[config.mk]
export PLATFORM = sky130hd
export DESIGN_NAME = rc4_keystream_cipher
export DESIGN_NICKNAME = d
export VERILOG_FILES = /design/src/rtl/core/rc4_pkg.sv /design/src/rtl/core/rc4_ram.sv /design/src/rtl/core/rc4_ctrl.sv /design/src/rtl/core/rc4_dp.sv /design/src/rtl/core/rc4_keystream_cipher.sv
export SDC_FILE = /design/constraint.sdc
export NUM_CORES = 2
export LEC_CHECK = 0
export BUFFER_PORTS_ARGS = -buffer_cell sky130_fd_sc_hd__buf_2
export CORE_MARGIN = 8
export CORE_UTILIZATION = 44
export DETAILED_ROUTE_END_ITERATION = 8
export PLACE_DENSITY = 0.63
export REMOVE_ABC_BUFFERS = 1
export SLEW_MARGIN = 40
export SYNTH_ARGS = -nofsm -noshare
export SYNTH_HDL_FRONTEND = slang
export SYNTH_SLANG_ARGS = --single-unit
[constraint.sdc]
create_clock -name i_clk -period 18.1 [get_ports i_clk]
set_input_delay 2.715 -clock i_clk [delete_from_list [all_inputs] [get_ports i_clk]]
set_output_delay 2.715 -clock i_clk [all_outputs]
set_load 0.005 [all_outputs]
[src/rtl/core/rc4_pkg.sv]
// shared constants, state encoding and controller/datapath command types
// for the rc4 keystream block; no dependencies
package rc4_pkg;

    // key storage and schedule sizing
    localparam int KEY_BYTES_MAX = 16;
    localparam int KEY_BITS      = 128;
    localparam int KPOS_W        = $clog2(KEY_BYTES_MAX);
    localparam int KLEN_W        = 5;

    // permutation table
    localparam int SBOX_SIZE = 256;
    localparam int SBOX_AW   = $clog2(SBOX_SIZE);

    // configuration port
    localparam int PADDR_W = 5;
    localparam int PDATA_W = 64;

    localparam logic [1:0] REG_KEY_LOW    = 2'd0;
    localparam logic [1:0] REG_KEY_HIGH   = 2'd1;
    localparam logic [1:0] REG_KEY_LENGTH = 2'd2;

    localparam logic [KLEN_W-1:0] KEY_LENGTH_RST = KLEN_W'(KEY_BYTES_MAX);

    // controller states
    typedef enum logic [3:0] {
        ST_IDLE,
        ST_INIT,
        ST_KS_RD_I,
        ST_KS_RD_J,
        ST_KS_WR_I,
        ST_KS_WR_J,
        ST_GEN_RD_I,
        ST_GEN_RD_J,
        ST_GEN_WR_I,
        ST_GEN_WR_J,
        ST_GEN_OUT
    } t_state;

    // datapath operations
    typedef enum logic [3:0] {
        OP_NONE,
        OP_ACCEPT,
        OP_ACCEPT_KEY,
        OP_INIT_WR,
        OP_KS_RD_I,
        OP_KS_RD_J,
        OP_KS_WR_I,
        OP_KS_WR_J,
        OP_GEN_RD_I,
        OP_GEN_RD_J,
        OP_GEN_WR_I,
        OP_GEN_WR_J,
        OP_GEN_OUT
    } t_dp_op;

    typedef struct packed {
        t_dp_op op;
        logic   load_result;
    } t_cmd;

    typedef struct packed {
        logic n_last;
    } t_sts;

endpackage

[src/rtl/core/rc4_ram.sv]
// generic single write port, single read port ram with registered read
// no dependencies
module rc4_ram #(
    parameter int WIDTH = 8,
    parameter int DEPTH = 256
) (
    input  logic                     i_clk,
    input  logic                     i_we,
    input  logic [$clog2(DEPTH)-1:0] i_waddr,
    input  logic [WIDTH-1:0]         i_wdata,
    input  logic [$clog2(DEPTH)-1:0] i_raddr,
    output logic [WIDTH-1:0]         o_rdata
);

    logic [WIDTH-1:0] r_mem [DEPTH];
    logic [WIDTH-1:0] r_rdata;

    // write port and registered read port
    always_ff @(posedge i_clk) begin
        if (i_we) begin
            r_mem[i_waddr] <= i_wdata;
        end
        r_rdata <= r_mem[i_raddr];
    end

    assign o_rdata = r_rdata;

endmodule

[src/rtl/core/rc4_ctrl.sv]
// sequencer for key schedule and keystream generation, owns the handshakes
// depends on rc4_pkg
module rc4_ctrl
    import rc4_pkg::*;
(
    input  logic i_clk,
    input  logic i_rst_n,
    input  logic i_in_valid,
    input  logic i_message_start,
    output logic o_in_stall,
    output logic o_out_valid,
    input  logic i_out_stall,
    output t_cmd o_cmd,
    input  t_sts i_sts
);

    t_state r_state, n_state;
    logic   r_keyed, n_keyed;
    logic   r_out_valid, n_out_valid;
    logic   w_load;

    // state and flag registers
    always_ff @(posedge i_clk) begin
        if (!i_rst_n) begin
            r_state     <= ST_IDLE;
            r_keyed     <= 1'b0;
            r_out_valid <= 1'b0;
        end else begin
            r_state     <= n_state;
            r_keyed     <= n_keyed;
            r_out_valid <= n_out_valid;
        end
    end

    // next state and datapath commands
    always_comb begin
        n_state           = r_state;
        n_keyed           = r_keyed;
        o_cmd.op          = OP_NONE;
        o_cmd.load_result = 1'b0;
        w_load            = 1'b0;
        unique case (r_state)
            ST_IDLE: begin
                if (i_in_valid) begin
                    if (i_message_start || !r_keyed) begin
                        o_cmd.op = OP_ACCEPT_KEY;
                        n_state  = ST_INIT;
                    end else begin
                        o_cmd.op = OP_ACCEPT;
                        n_state  = ST_GEN_RD_I;
                    end
                end
            end
            ST_INIT: begin
                o_cmd.op = OP_INIT_WR;
                if (i_sts.n_last) begin
                    n_state = ST_KS_RD_I;
                end
            end
            ST_KS_RD_I: begin
                o_cmd.op = OP_KS_RD_I;
                n_state  = ST_KS_RD_J;
            end
            ST_KS_RD_J: begin
                o_cmd.op = OP_KS_RD_J;
                n_state  = ST_KS_WR_I;
            end
            ST_KS_WR_I: begin
                o_cmd.op = OP_KS_WR_I;
                n_state  = ST_KS_WR_J;
            end
            ST_KS_WR_J: begin
                o_cmd.op = OP_KS_WR_J;
                if (i_sts.n_last) begin
                    n_keyed = 1'b1;
                    n_state = ST_GEN_RD_I;
                end else begin
                    n_state = ST_KS_RD_I;
                end
            end
            ST_GEN_RD_I: begin
                o_cmd.op = OP_GEN_RD_I;
                n_state  = ST_GEN_RD_J;
            end
            ST_GEN_RD_J: begin
                o_cmd.op = OP_GEN_RD_J;
                n_state  = ST_GEN_WR_I;
            end
            ST_GEN_WR_I: begin
                o_cmd.op = OP_GEN_WR_I;
                n_state  = ST_GEN_WR_J;
            end
            ST_GEN_WR_J: begin
                o_cmd.op = OP_GEN_WR_J;
                n_state  = ST_GEN_OUT;
            end
            ST_GEN_OUT: begin
                o_cmd.op = OP_GEN_OUT;
                // hand the word over once the output register frees up
                if (!r_out_valid || !i_out_stall) begin
                    w_load            = 1'b1;
                    o_cmd.load_result = 1'b1;
                    n_state           = ST_IDLE;
                end
            end
            default: begin
                n_state = ST_IDLE;
            end
        endcase
    end

    // output word valid
    always_comb begin
        n_out_valid = r_out_valid;
        if (w_load) begin
            n_out_valid = 1'b1;
        end else if (r_out_valid && !i_out_stall) begin
            n_out_valid = 1'b0;
        end
    end

    assign o_in_stall  = (r_state != ST_IDLE);
    assign o_out_valid = r_out_valid;

endmodule

[src/rtl/core/rc4_dp.sv]
// datapath: indices, key byte select, swap registers and the sbox ram
// depends on rc4_pkg and rc4_ram
module rc4_dp
    import rc4_pkg::*;
(
    input  logic              i_clk,
    input  logic              i_rst_n,
    input  t_cmd              i_cmd,
    output t_sts              o_sts,
    input  logic [7:0]        i_data_byte,
    input  logic [63:0]       i_key_low,
    input  logic [63:0]       i_key_high,
    input  logic [KLEN_W-1:0] i_key_length,
    output logic [7:0]        o_result_byte
);

    logic [SBOX_AW-1:0] r_n, n_n;
    logic [SBOX_AW-1:0] r_i, n_i;
    logic [SBOX_AW-1:0] r_j, n_j;
    logic [KPOS_W-1:0]  r_kpos, n_kpos;
    logic [7:0]         r_data, n_data;
    logic [7:0]         r_si, n_si;
    logic [7:0]         r_sj, n_sj;
    logic [7:0]         r_result, n_result;

    logic                          w_we;
    logic [SBOX_AW-1:0]            w_waddr;
    logic [7:0]                    w_wdata;
    logic [SBOX_AW-1:0]            w_raddr;
    logic [7:0]                    w_rdata;
    logic [SBOX_AW-1:0]            w_k;
    logic [7:0]                    w_ks;
    logic [KEY_BITS-1:0]           w_key_all;
    logic [KEY_BYTES_MAX-1:0][7:0] w_key;
    logic [7:0]                    w_key_byte;
    logic [KLEN_W-1:0]             w_len;
    logic [KLEN_W-1:0]             w_kpos_inc;

    // key byte select with clamped length
    assign w_key_all  = {i_key_high, i_key_low};
    assign w_key      = w_key_all[8*KEY_BYTES_MAX-1:0];
    assign w_key_byte = w_key[r_kpos];
    assign w_kpos_inc = KLEN_W'(r_kpos) + KLEN_W'(1);

    always_comb begin
        if (i_key_length == '0) begin
            w_len = KLEN_W'(1);
        end else if (i_key_length > KLEN_W'(KEY_BYTES_MAX)) begin
            w_len = KLEN_W'(KEY_BYTES_MAX);
        end else begin
            w_len = i_key_length;
        end
    end

    // keystream index and forwarding of the just-written j entry
    assign w_k  = r_si + r_sj;
    assign w_ks = (w_k == r_j) ? r_si : w_rdata;

    // operation decode
    always_comb begin
        n_n      = r_n;
        n_i      = r_i;
        n_j      = r_j;
        n_kpos   = r_kpos;
        n_data   = r_data;
        n_si     = r_si;
        n_sj     = r_sj;
        n_result = r_result;
        w_we     = 1'b0;
        w_waddr  = r_n;
        w_wdata  = r_n;
        w_raddr  = r_n;
        unique case (i_cmd.op)
            OP_ACCEPT: begin
                n_data = i_data_byte;
            end
            OP_ACCEPT_KEY: begin
                n_data = i_data_byte;
                n_n    = '0;
                n_j    = '0;
                n_kpos = '0;
            end
            OP_INIT_WR: begin
                w_we    = 1'b1;
                w_waddr = r_n;
                w_wdata = r_n;
                n_n     = r_n + SBOX_AW'(1);
            end
            OP_KS_RD_I: begin
                w_raddr = r_n;
            end
            OP_KS_RD_J: begin
                n_si    = w_rdata;
                n_j     = r_j + w_rdata + w_key_byte;
                w_raddr = n_j;
            end
            OP_KS_WR_I: begin
                w_we    = 1'b1;
                w_waddr = r_n;
                w_wdata = w_rdata;
            end
            OP_KS_WR_J: begin
                w_we    = 1'b1;
                w_waddr = r_j;
                w_wdata = r_si;
                n_n     = r_n + SBOX_AW'(1);
                if (w_kpos_inc >= w_len) begin
                    n_kpos = '0;
                end else begin
                    n_kpos = w_kpos_inc[KPOS_W-1:0];
                end
                // schedule done: stream indices start from zero
                if (o_sts.n_last) begin
                    n_i = '0;
                    n_j = '0;
                end
            end
            OP_GEN_RD_I: begin
                n_i     = r_i + SBOX_AW'(1);
                w_raddr = n_i;
            end
            OP_GEN_RD_J: begin
                n_si    = w_rdata;
                n_j     = r_j + w_rdata;
                w_raddr = n_j;
            end
            OP_GEN_WR_I: begin
                n_sj    = w_rdata;
                w_we    = 1'b1;
                w_waddr = r_i;
                w_wdata = w_rdata;
            end
            OP_GEN_WR_J: begin
                w_we    = 1'b1;
                w_waddr = r_j;
                w_wdata = r_si;
                w_raddr = w_k;
            end
            OP_GEN_OUT: begin
                w_raddr = w_k;
                if (i_cmd.load_result) begin
                    n_result = r_data ^ w_ks;
                end
            end
            default: begin
            end
        endcase
    end

    // index registers
    always_ff @(posedge i_clk) begin
        if (!i_rst_n) begin
            r_n    <= '0;
            r_i    <= '0;
            r_j    <= '0;
            r_kpos <= '0;
        end else begin
            r_n    <= n_n;
            r_i    <= n_i;
            r_j    <= n_j;
            r_kpos <= n_kpos;
        end
    end

    // payload registers
    always_ff @(posedge i_clk) begin
        r_data   <= n_data;
        r_si     <= n_si;
        r_sj     <= n_sj;
        r_result <= n_result;
    end

    // sbox storage
    rc4_ram #(
        .WIDTH (8),
        .DEPTH (SBOX_SIZE)
    ) u_sbox (
        .i_clk   (i_clk),
        .i_we    (w_we),
        .i_waddr (w_waddr),
        .i_wdata (w_wdata),
        .i_raddr (w_raddr),
        .o_rdata (w_rdata)
    );

    assign o_sts.n_last   = (r_n == SBOX_AW'(SBOX_SIZE - 1));
    assign o_result_byte  = r_result;

endmodule

[src/rtl/core/rc4_keystream_cipher.sv]
// rc4 keystream cipher top level: config registers, controller and datapath
// depends on rc4_pkg, rc4_ctrl, rc4_dp
//
// usage:
//   input channel carries one data word (data byte plus message start flag);
//   output channel returns that byte xor the next keystream byte.
//   key registers are to be written over the apb port while the block is idle
//   (unchecked by the block): key_low 0x00, key_high 0x08, key_length 0x10.
// sequence:
//   a word is accepted only while the sequencer is idle, so a new word waits
//   until the last result is loaded. a plain word runs an accept state, four
//   sbox accesses (read i, read j, write i, write j) and an output state. a
//   word with message start set, or the first word after reset, first runs
//   the key schedule: an sbox fill, then 256 swap steps of four accesses.
// reset:
//   clears the sequencer, indices and valid flag; key registers return to
//   zero with key length 16. the sbox is rebuilt by the first word.
// stall:
//   the result sits in an output register; a new word is accepted while it
//   waits, and the next result holds in the datapath until the register is
//   taken.
module rc4_keystream_cipher
    import rc4_pkg::*;
(
    input  logic               i_clk,
    input  logic               i_rst_n,
    // input channel
    input  logic               i_in_valid,
    output logic               o_in_stall,
    input  logic [7:0]         i_data_byte,
    input  logic               i_message_start,
    // output channel
    output logic               o_out_valid,
    input  logic               i_out_stall,
    output logic [7:0]         o_result_byte,
    // configuration port
    input  logic               psel,
    input  logic               penable,
    input  logic               pwrite,
    input  logic [PADDR_W-1:0] paddr,
    input  logic [PDATA_W-1:0] pwdata,
    output logic [PDATA_W-1:0] prdata,
    output logic               pready
);

    logic [63:0]       r_key_low;
    logic [63:0]       r_key_high;
    logic [KLEN_W-1:0] r_key_length;
    logic              w_cfg_wr;
    logic [1:0]        w_reg_idx;
    t_cmd              w_cmd;
    t_sts              w_sts;

    assign pready    = 1'b1;
    assign w_cfg_wr  = psel && penable && pwrite;
    assign w_reg_idx = paddr[PADDR_W-1:3];

    // configuration registers
    always_ff @(posedge i_clk) begin
        if (!i_rst_n) begin
            r_key_low    <= '0;
            r_key_high   <= '0;
            r_key_length <= KEY_LENGTH_RST;
        end else if (w_cfg_wr) begin
            unique case (w_reg_idx)
                REG_KEY_LOW:    r_key_low    <= pwdata;
                REG_KEY_HIGH:   r_key_high   <= pwdata;
                REG_KEY_LENGTH: r_key_length <= pwdata[KLEN_W-1:0];
                default: begin
                end
            endcase
        end
    end

    // register readback
    always_comb begin
        unique case (w_reg_idx)
            REG_KEY_LOW:    prdata = r_key_low;
            REG_KEY_HIGH:   prdata = r_key_high;
            REG_KEY_LENGTH: prdata = PDATA_W'(r_key_length);
            default:        prdata = '0;
        endcase
    end

    rc4_ctrl u_ctrl (
        .i_clk           (i_clk),
        .i_rst_n         (i_rst_n),
        .i_in_valid      (i_in_valid),
        .i_message_start (i_message_start),
        .o_in_stall      (o_in_stall),
        .o_out_valid     (o_out_valid),
        .i_out_stall     (i_out_stall),
        .o_cmd           (w_cmd),
        .i_sts           (w_sts)
    );

    rc4_dp u_dp (
        .i_clk         (i_clk),
        .i_rst_n       (i_rst_n),
        .i_cmd         (w_cmd),
        .o_sts         (w_sts),
        .i_data_byte   (i_data_byte),
        .i_key_low     (r_key_low),
        .i_key_high    (r_key_high),
        .i_key_length  (r_key_length),
        .o_result_byte (o_result_byte)
    );

endmodule
# Word-level counts from Yosys, hierarchy flattened
# Memories as Yosys holds them, arrays and structs flattened. A register that Yosys moved wholly into a read port is not among the register bits.
# Cells that the tools add are included.
[totals]
word_cells = 117
mem_bits_rw = 2048
output_inout_bits = 75
regBits = 199
n_memories = 1
inputBits = 85
[memory_table]
columns = ["memory", "depth", "width", "rd", "rd_clocked_by_memory_dff", "write_ports", "line", "source"]
rows = [
  ["u_dp.u_sbox.r_mem", 256, 8, 1, 1, 1, "rc4_ram.sv:15", "logic [WIDTH-1:0] r_mem [DEPTH];"],
]
[op_classes]
n_eq_ne = 29
reduce_logical = 32
magnitude_cmp = 3
n_addsub = 6
bitwise_logic = 1
mux = 31
[op_table]
columns = ["operator", "n"]
rows = [
  ["64-bit case mux with 3 select lines", 1],
  ["4-bit case mux with 11 select lines", 2],
  ["8-bit case mux with 2 select lines", 4],
  ["8-bit case mux with 4 select lines", 2],
  ["8-bit binary-select mux with 4-bit select", 1],
  ["4-bit == test, second input constant", 8],
  ["4-bit by 3-bit == test with 1-bit output, second input constant", 7],
  ["8-bit adder", 3],
  ["8-bit two-way mux", 3],
  ["4-bit two-way mux", 5],
  ["8-bit by 1-bit adder with 8-bit output, second input constant", 2],
  ["4-bit by 2-bit == test with 1-bit output, second input constant", 4],
  ["2-bit AND reduction", 7],
  ["2-bit OR reduction", 6],
  ["5-bit two-way mux", 2],
  ["4-bit by 1-bit == test with 1-bit output, second input constant", 2],
  ["8-bit == test", 1],
  ["8-bit == test, second input constant", 1],
  ["4-bit case mux with 2 select lines", 1],
  ["2-bit nonzero test", 4],
  ["4-bit nonzero test", 2],
  ["8-bit XOR", 1],
  ["1-bit two-way mux", 7],
  ["3-bit two-way mux", 2],
  ["17 further kinds", 24],
]

# Depth between registers and ports, before layout
[depth]
ltp_word = 10
depth_mapped = 22

# Cells and area by module
# A second synthesis with hierarchy kept.
[hier_totals]
hier_cells = 4975
area_unflattened_um2 = 91366.4
[by_module_without_submodules]
columns = ["module", "area_per_inst_um2", "cells_each", "instances"]
rows = [
  ["rc4_ram", 79556.3, 3733, 1],
  ["rc4_keystream_cipher", 6058.3, 655, 1],
  ["rc4_dp", 5266.3, 530, 1],
  ["rc4_ctrl", 485.5, 57, 1],
]

# Worst setup path before layout
# Ideal clock, no wire load.
[synth_timing]
path_kind = "reg2reg"
startpoint = "register u_ctrl.r_state[2]"
endpoint = "memory u_dp.u_sbox.r_mem[0][5] (data pin)"
t_required_ps = 16521
slack_ps = 7955
arrival_ps = 8566
path_stages_with_launch = 8
cell_sequence = "dfxtp_1 buf_2 buf_1 nand2b_1 a21oi_1 clkbuf_1 nor2_1 a21oi_1"
[synth_via]
elab_chain_len = 5
word_cells_on_any_way = 19
classes_between = "eq/ne: 14; mux: 2; reduce/logical: 3"
[synth_lines]
columns = ["element", "line", "source"]
rows = [
  ["start: declaration", "rc4_ctrl.sv:17", "t_state r_state, n_state;"],
  ["start signal: assignment", "rc4_ctrl.sv:29", "r_state <= n_state;"],
  ["4-bit == test, or another cell as far along", "rc4_ctrl.sv:42", "unique case (r_state)"],
  ["4-bit case mux with 11 select lines (*)", "rc4_ctrl.sv:42", ""],
  ["4-bit == test or 4-bit by 3-bit == test with 1-bit output (tied branches)", "rc4_dp.sv:73", "unique case (i_cmd.op)"],
  ["2-bit OR reduction (no source line)", "--", ""],
  ["8-bit case mux with 2 select lines (*)", "rc4_dp.sv:73", ""],
  ["via u_dp.u_sbox.i_wdata[5]", "rc4_ram.sv:10", "input logic [WIDTH-1:0] i_wdata,"],
  ["end: declaration", "rc4_ram.sv:15", ""],
]
# Mark *: on every way through the listed nets, which the timed path passes. The rest lies on a longest branch.

# Worst setup path after layout
[layout_timing]
startpoint = "register u_dp.r_kpos[0]"
endpoint = "register u_dp.u_sbox.r_rdata[4], in the netlist u_dp.u_sbox.o_rdata[4], read port of u_dp.u_sbox.r_mem"
[layout_via]
elab_chain_len = 4
[layout_lines]
columns = ["element", "line", "source"]
rows = [
  ["start: declaration", "rc4_dp.sv:20", "logic [KPOS_W-1:0] r_kpos, n_kpos;"],
  ["start signal: assignment", "rc4_dp.sv:161", "r_kpos <= n_kpos;"],
  ["8-bit binary-select mux with 4-bit select", "rc4_dp.sv:42", "assign w_key_byte = w_key[r_kpos];"],
  ["8-bit two-way mux (implied by the code)", "rc4_dp.sv:42", ""],
  ["8-bit adder", "rc4_dp.sv:94", "n_j = r_j + w_rdata + w_key_byte;"],
  ["8-bit case mux with 4 select lines", "rc4_dp.sv:73", ""],
  ["end: declaration", "rc4_ram.sv:16", "logic [WIDTH-1:0] r_rdata;"],
]
# No other way between the ends. The select of a mux whose other input is x is not followed.
# A chain may end at the register's enable or synchronous reset.

==> flow_summary.json <==
{
  "critPathBufInv": 4,
  "die_h_um": 479,
  "drcViolationCount": 0,
  "io_buffers": 155,
  "regArea_mm2": 0.0660,
  "cts_tree": "done",
  "htree_levels": 4,
  "instances_no_fill": 10200,
  "synth.distinct_cells": 104,
  "drtPass1Iterations": 7,
  "required_ns": 18.83,
  "drv_cap": 0,
  "max_freq_mhz": 122,
  "peakVddDrop_mv": 0.110,
  "synth_seq_cells": 2255,
  "p_leak_nw": 35.3,
  "cp.arrival_ns": 8.93,
  "slew_violations": 0,
  "synth_area_mm2": 0.0942,
  "grt_overflow_total": 0,
  "avgSynthCellArea_um2": 13.2,
  "synthArstFlopShare_pct": 0,
  "endpoint_kind": "flop",
  "synth.area.top_cells": "edfxtp_1 (66%), nand2_1 (6.7%), mux2i_1 (4.1%)",
  "multi_input_area_mm2": 0.0263,
  "wire_per_inst_um": 27.8,
  "path_class": "flop to flop",
  "crit_path_max_incr_delay_ns": 0.71,
  "cts_buffers": 220,
  "drive_above_1_share_pct": 13.0,
  "min_path_type": "flop to flop",
  "gp_congestion": 0.956,
  "hold_viol": 0,
  "num_io_pins": 160,
  "clock_sinks": 2255,
  "n_fill_cell": 18100,
  "critPathTopFamily": "buffers and inverters",
  "core_mm2": 0.214,
  "min_path_cells": 2,
  "pre_cts_ws_ns": 10.00,
  "hold-worst-slack_ns": 0.463,
  "grt_start_max_net_pins": 189,
  "num_rows": 170,
  "clock-root-buffer": "clkbuf_16",
  "synth-seq-area-share_pct": 70.0,
  "cpMaxStageDelayCell": "buf_4",
  "synth_edf_count": 2080,
  "cts_hold_buf": 0,
  "cpMostUsedCell": "buf_4",
  "cts_resized": 0,
  "worst_pin_slew_ns": 1.06,
  "synth_cells": 7150,
  "vias": 61400,
  "setup_violations": 0,
  "grt.total_usage_pct": 23.9,
  "path_cells": "buf_4 > mux4_2 > mux4_2 > ha_1 > fa_1 > xor2_1 > a22o_1 > or3_1 > nand2_8 > buf_4 > buf_4 > nand2_2 > buf_4 > a311oi_1 > a2111oi_0 > o21a_1 > or4_1",
  "synth_top_area_share_pct": 66.3,
  "insertion_delay_ns": 0.87,
  "cts_setup_buffers": 0,
  "slew_headroom_pct": 29.1,
  "fin_crit_ns": 8.20,
  "vias_per_cell": 6.00,
  "antenna_found_initial": 8,
  "p_per_area_mw_per_mm2": 117,
  "routed_wirelength_mm": 284,
  "cp_max_fo": 36,
  "r2r_cells": 17,
  "clk_pin_slew_ns": 0.06,
  "rsz0062_at_grt": "false",
  "fp.dieW_um": 479,
  "drt_iter0_markers": 8252,
  "yosysWarnings": 0,
  "synthToLayoutAreaGrowth_pct": 11.8,
  "ys_top_cells_by_count": "edfxtp_1 (2080), nand2_1 (1684), nand3_1 (669)",
  "cp-start-kind": "flop",
  "place_inst": 9805,
  "dieArea_mm2": 0.229,
  "path_depth": 17,
  "start_util_pct": 44.1,
  "dominantRegCellSynth": "edfxtp_1",
  "synth_largest_area_cell": "edfxtp_1",
  "post-route-worst-setup-slack_ns": 9.90,
  "tns_ns": 0,
  "cts_buffer_depth": 3,
  "yosysMostFrequentCell": "edfxtp_1",
  "status": "completed",
  "grt_pass1_vias": 57900,
  "ff2ff_setup_slack_ns": 9.90,
  "dpl.hpwl_mm": 170,
  "finClkSkew_ns": 0.0420,
  "grt_first_pass_wirelength_mm": 406,
  "fin_crit_sh_pct": 45.3,
  "final_nets": 7311,
  "antenna_left": 0
}
layout by cell type, fill, tap and decap left out, types with 64 or more instances in the layout:
cell,n
dfxtp_1,172
o21ai_0,66
nand3_1,660
buf_4,106
nand2_1,1674
mux4_2,75
clkbuf_16,221
a21boi_0,136
edfxtp_1,2080
and3_1,64
mux2i_1,389
a32oi_1,73
buf_2,153
nor2_2,155
a21oi_1,80
nor2_1,268
tightest hold or removal path, cell delays in order, from the launching register on:
cell	delay, ns
dfxtp_1	0.31
inv_1	0.04
a21boi_0	0.06
metrics by stage:
stage / utilization (%) / power [W] / cell area (um^2)
after detailed placement: 45.7 / 0.00779 / 97800
after global placement: 45.6 / 0.00776 / 97400
final: 49.3 / 0.0123 / 105000
after CTS: 49.1 / 0.0123 / 105000
after floorplan: - / 0.00748 / 91600
after global routing: 49.3 / 0.0126 / 105000
routing by layer:
metal	track usage (%)	routed length [um]	vias to the layer above
met5	0.294	94	-
met4	11.7	15000	2
met3	5.24	28900	661
met2	37.1	130000	3214
met1	31.9	110000	30900
li1	-	-	26700
path summary, 6_finish.rpt:
| kind | startpoint | end |
|---|---|---|
| worst max-delay path | u_dp.r_kpos[0] | u_dp.u_sbox.o_rdata[4] |
| worst min-delay path | u_ctrl.r_keyed | u_ctrl.r_keyed |
| worst max register to register | u_dp.r_kpos[0] | u_dp.u_sbox.o_rdata[4] |
| worst min register to register | u_ctrl.r_keyed | u_ctrl.r_keyed |
where the power goes:
part           switching, W  internal [W]  total (W)
registers         0.0000515       0.00575    0.00581
clock network       0.00198       0.00261    0.00459
logic               0.00137      0.000548    0.00192
final cells by class:
cell class / instances / share of cell area [%]
Antenna cell: 8 / 0.0190
Sequential cell: 2255 / 62.6
Clock inverter: 138 / 1.35
Clock buffer: 273 / 5.48
Tap cell: 2838 / 3.37
Timing Repair Buffer: 298 / 2.17
Multi-Input combinational cell: 4406 / 25.0
Inverter: 13 / 0.0463
state kept, by name, summed over array words and instances, names as in the netlist:
register             cells
u_dp.u_sbox.r_mem     2048
r_key_high              64
r_key_low               64
u_dp.o_result_byte       8
u_dp.r_data              8
u_dp.r_i                 8
u_dp.r_j                 8
u_dp.r_n                 8
u_dp.r_si                8
u_dp.r_sj                8
u_dp.u_sbox.o_rdata      8
r_key_length             5
u_ctrl.r_state           4
u_dp.r_kpos              4
u_ctrl.o_out_valid       1
u_ctrl.r_keyed           1
cell families after synthesis:
| kind of cell | after synthesis | synth area share (%) |
|---|---|---|
| AO/OA/AOI/OAI | 763 | 6.06 |
| flip-flops | 2255 | 70.0 |
| AND/OR/NAND/NOR | 3087 | 14.1 |
| other | 1 | 0.00398 |
| buffers and inverters | 489 | 2.84 |
| XOR/XNOR | 36 | 0.335 |
| multiplexers | 487 | 6.20 |
| adder cells (fa/ha/maj) | 32 | 0.449 |
No activity file was read; power rests on OpenSTA's default activity.
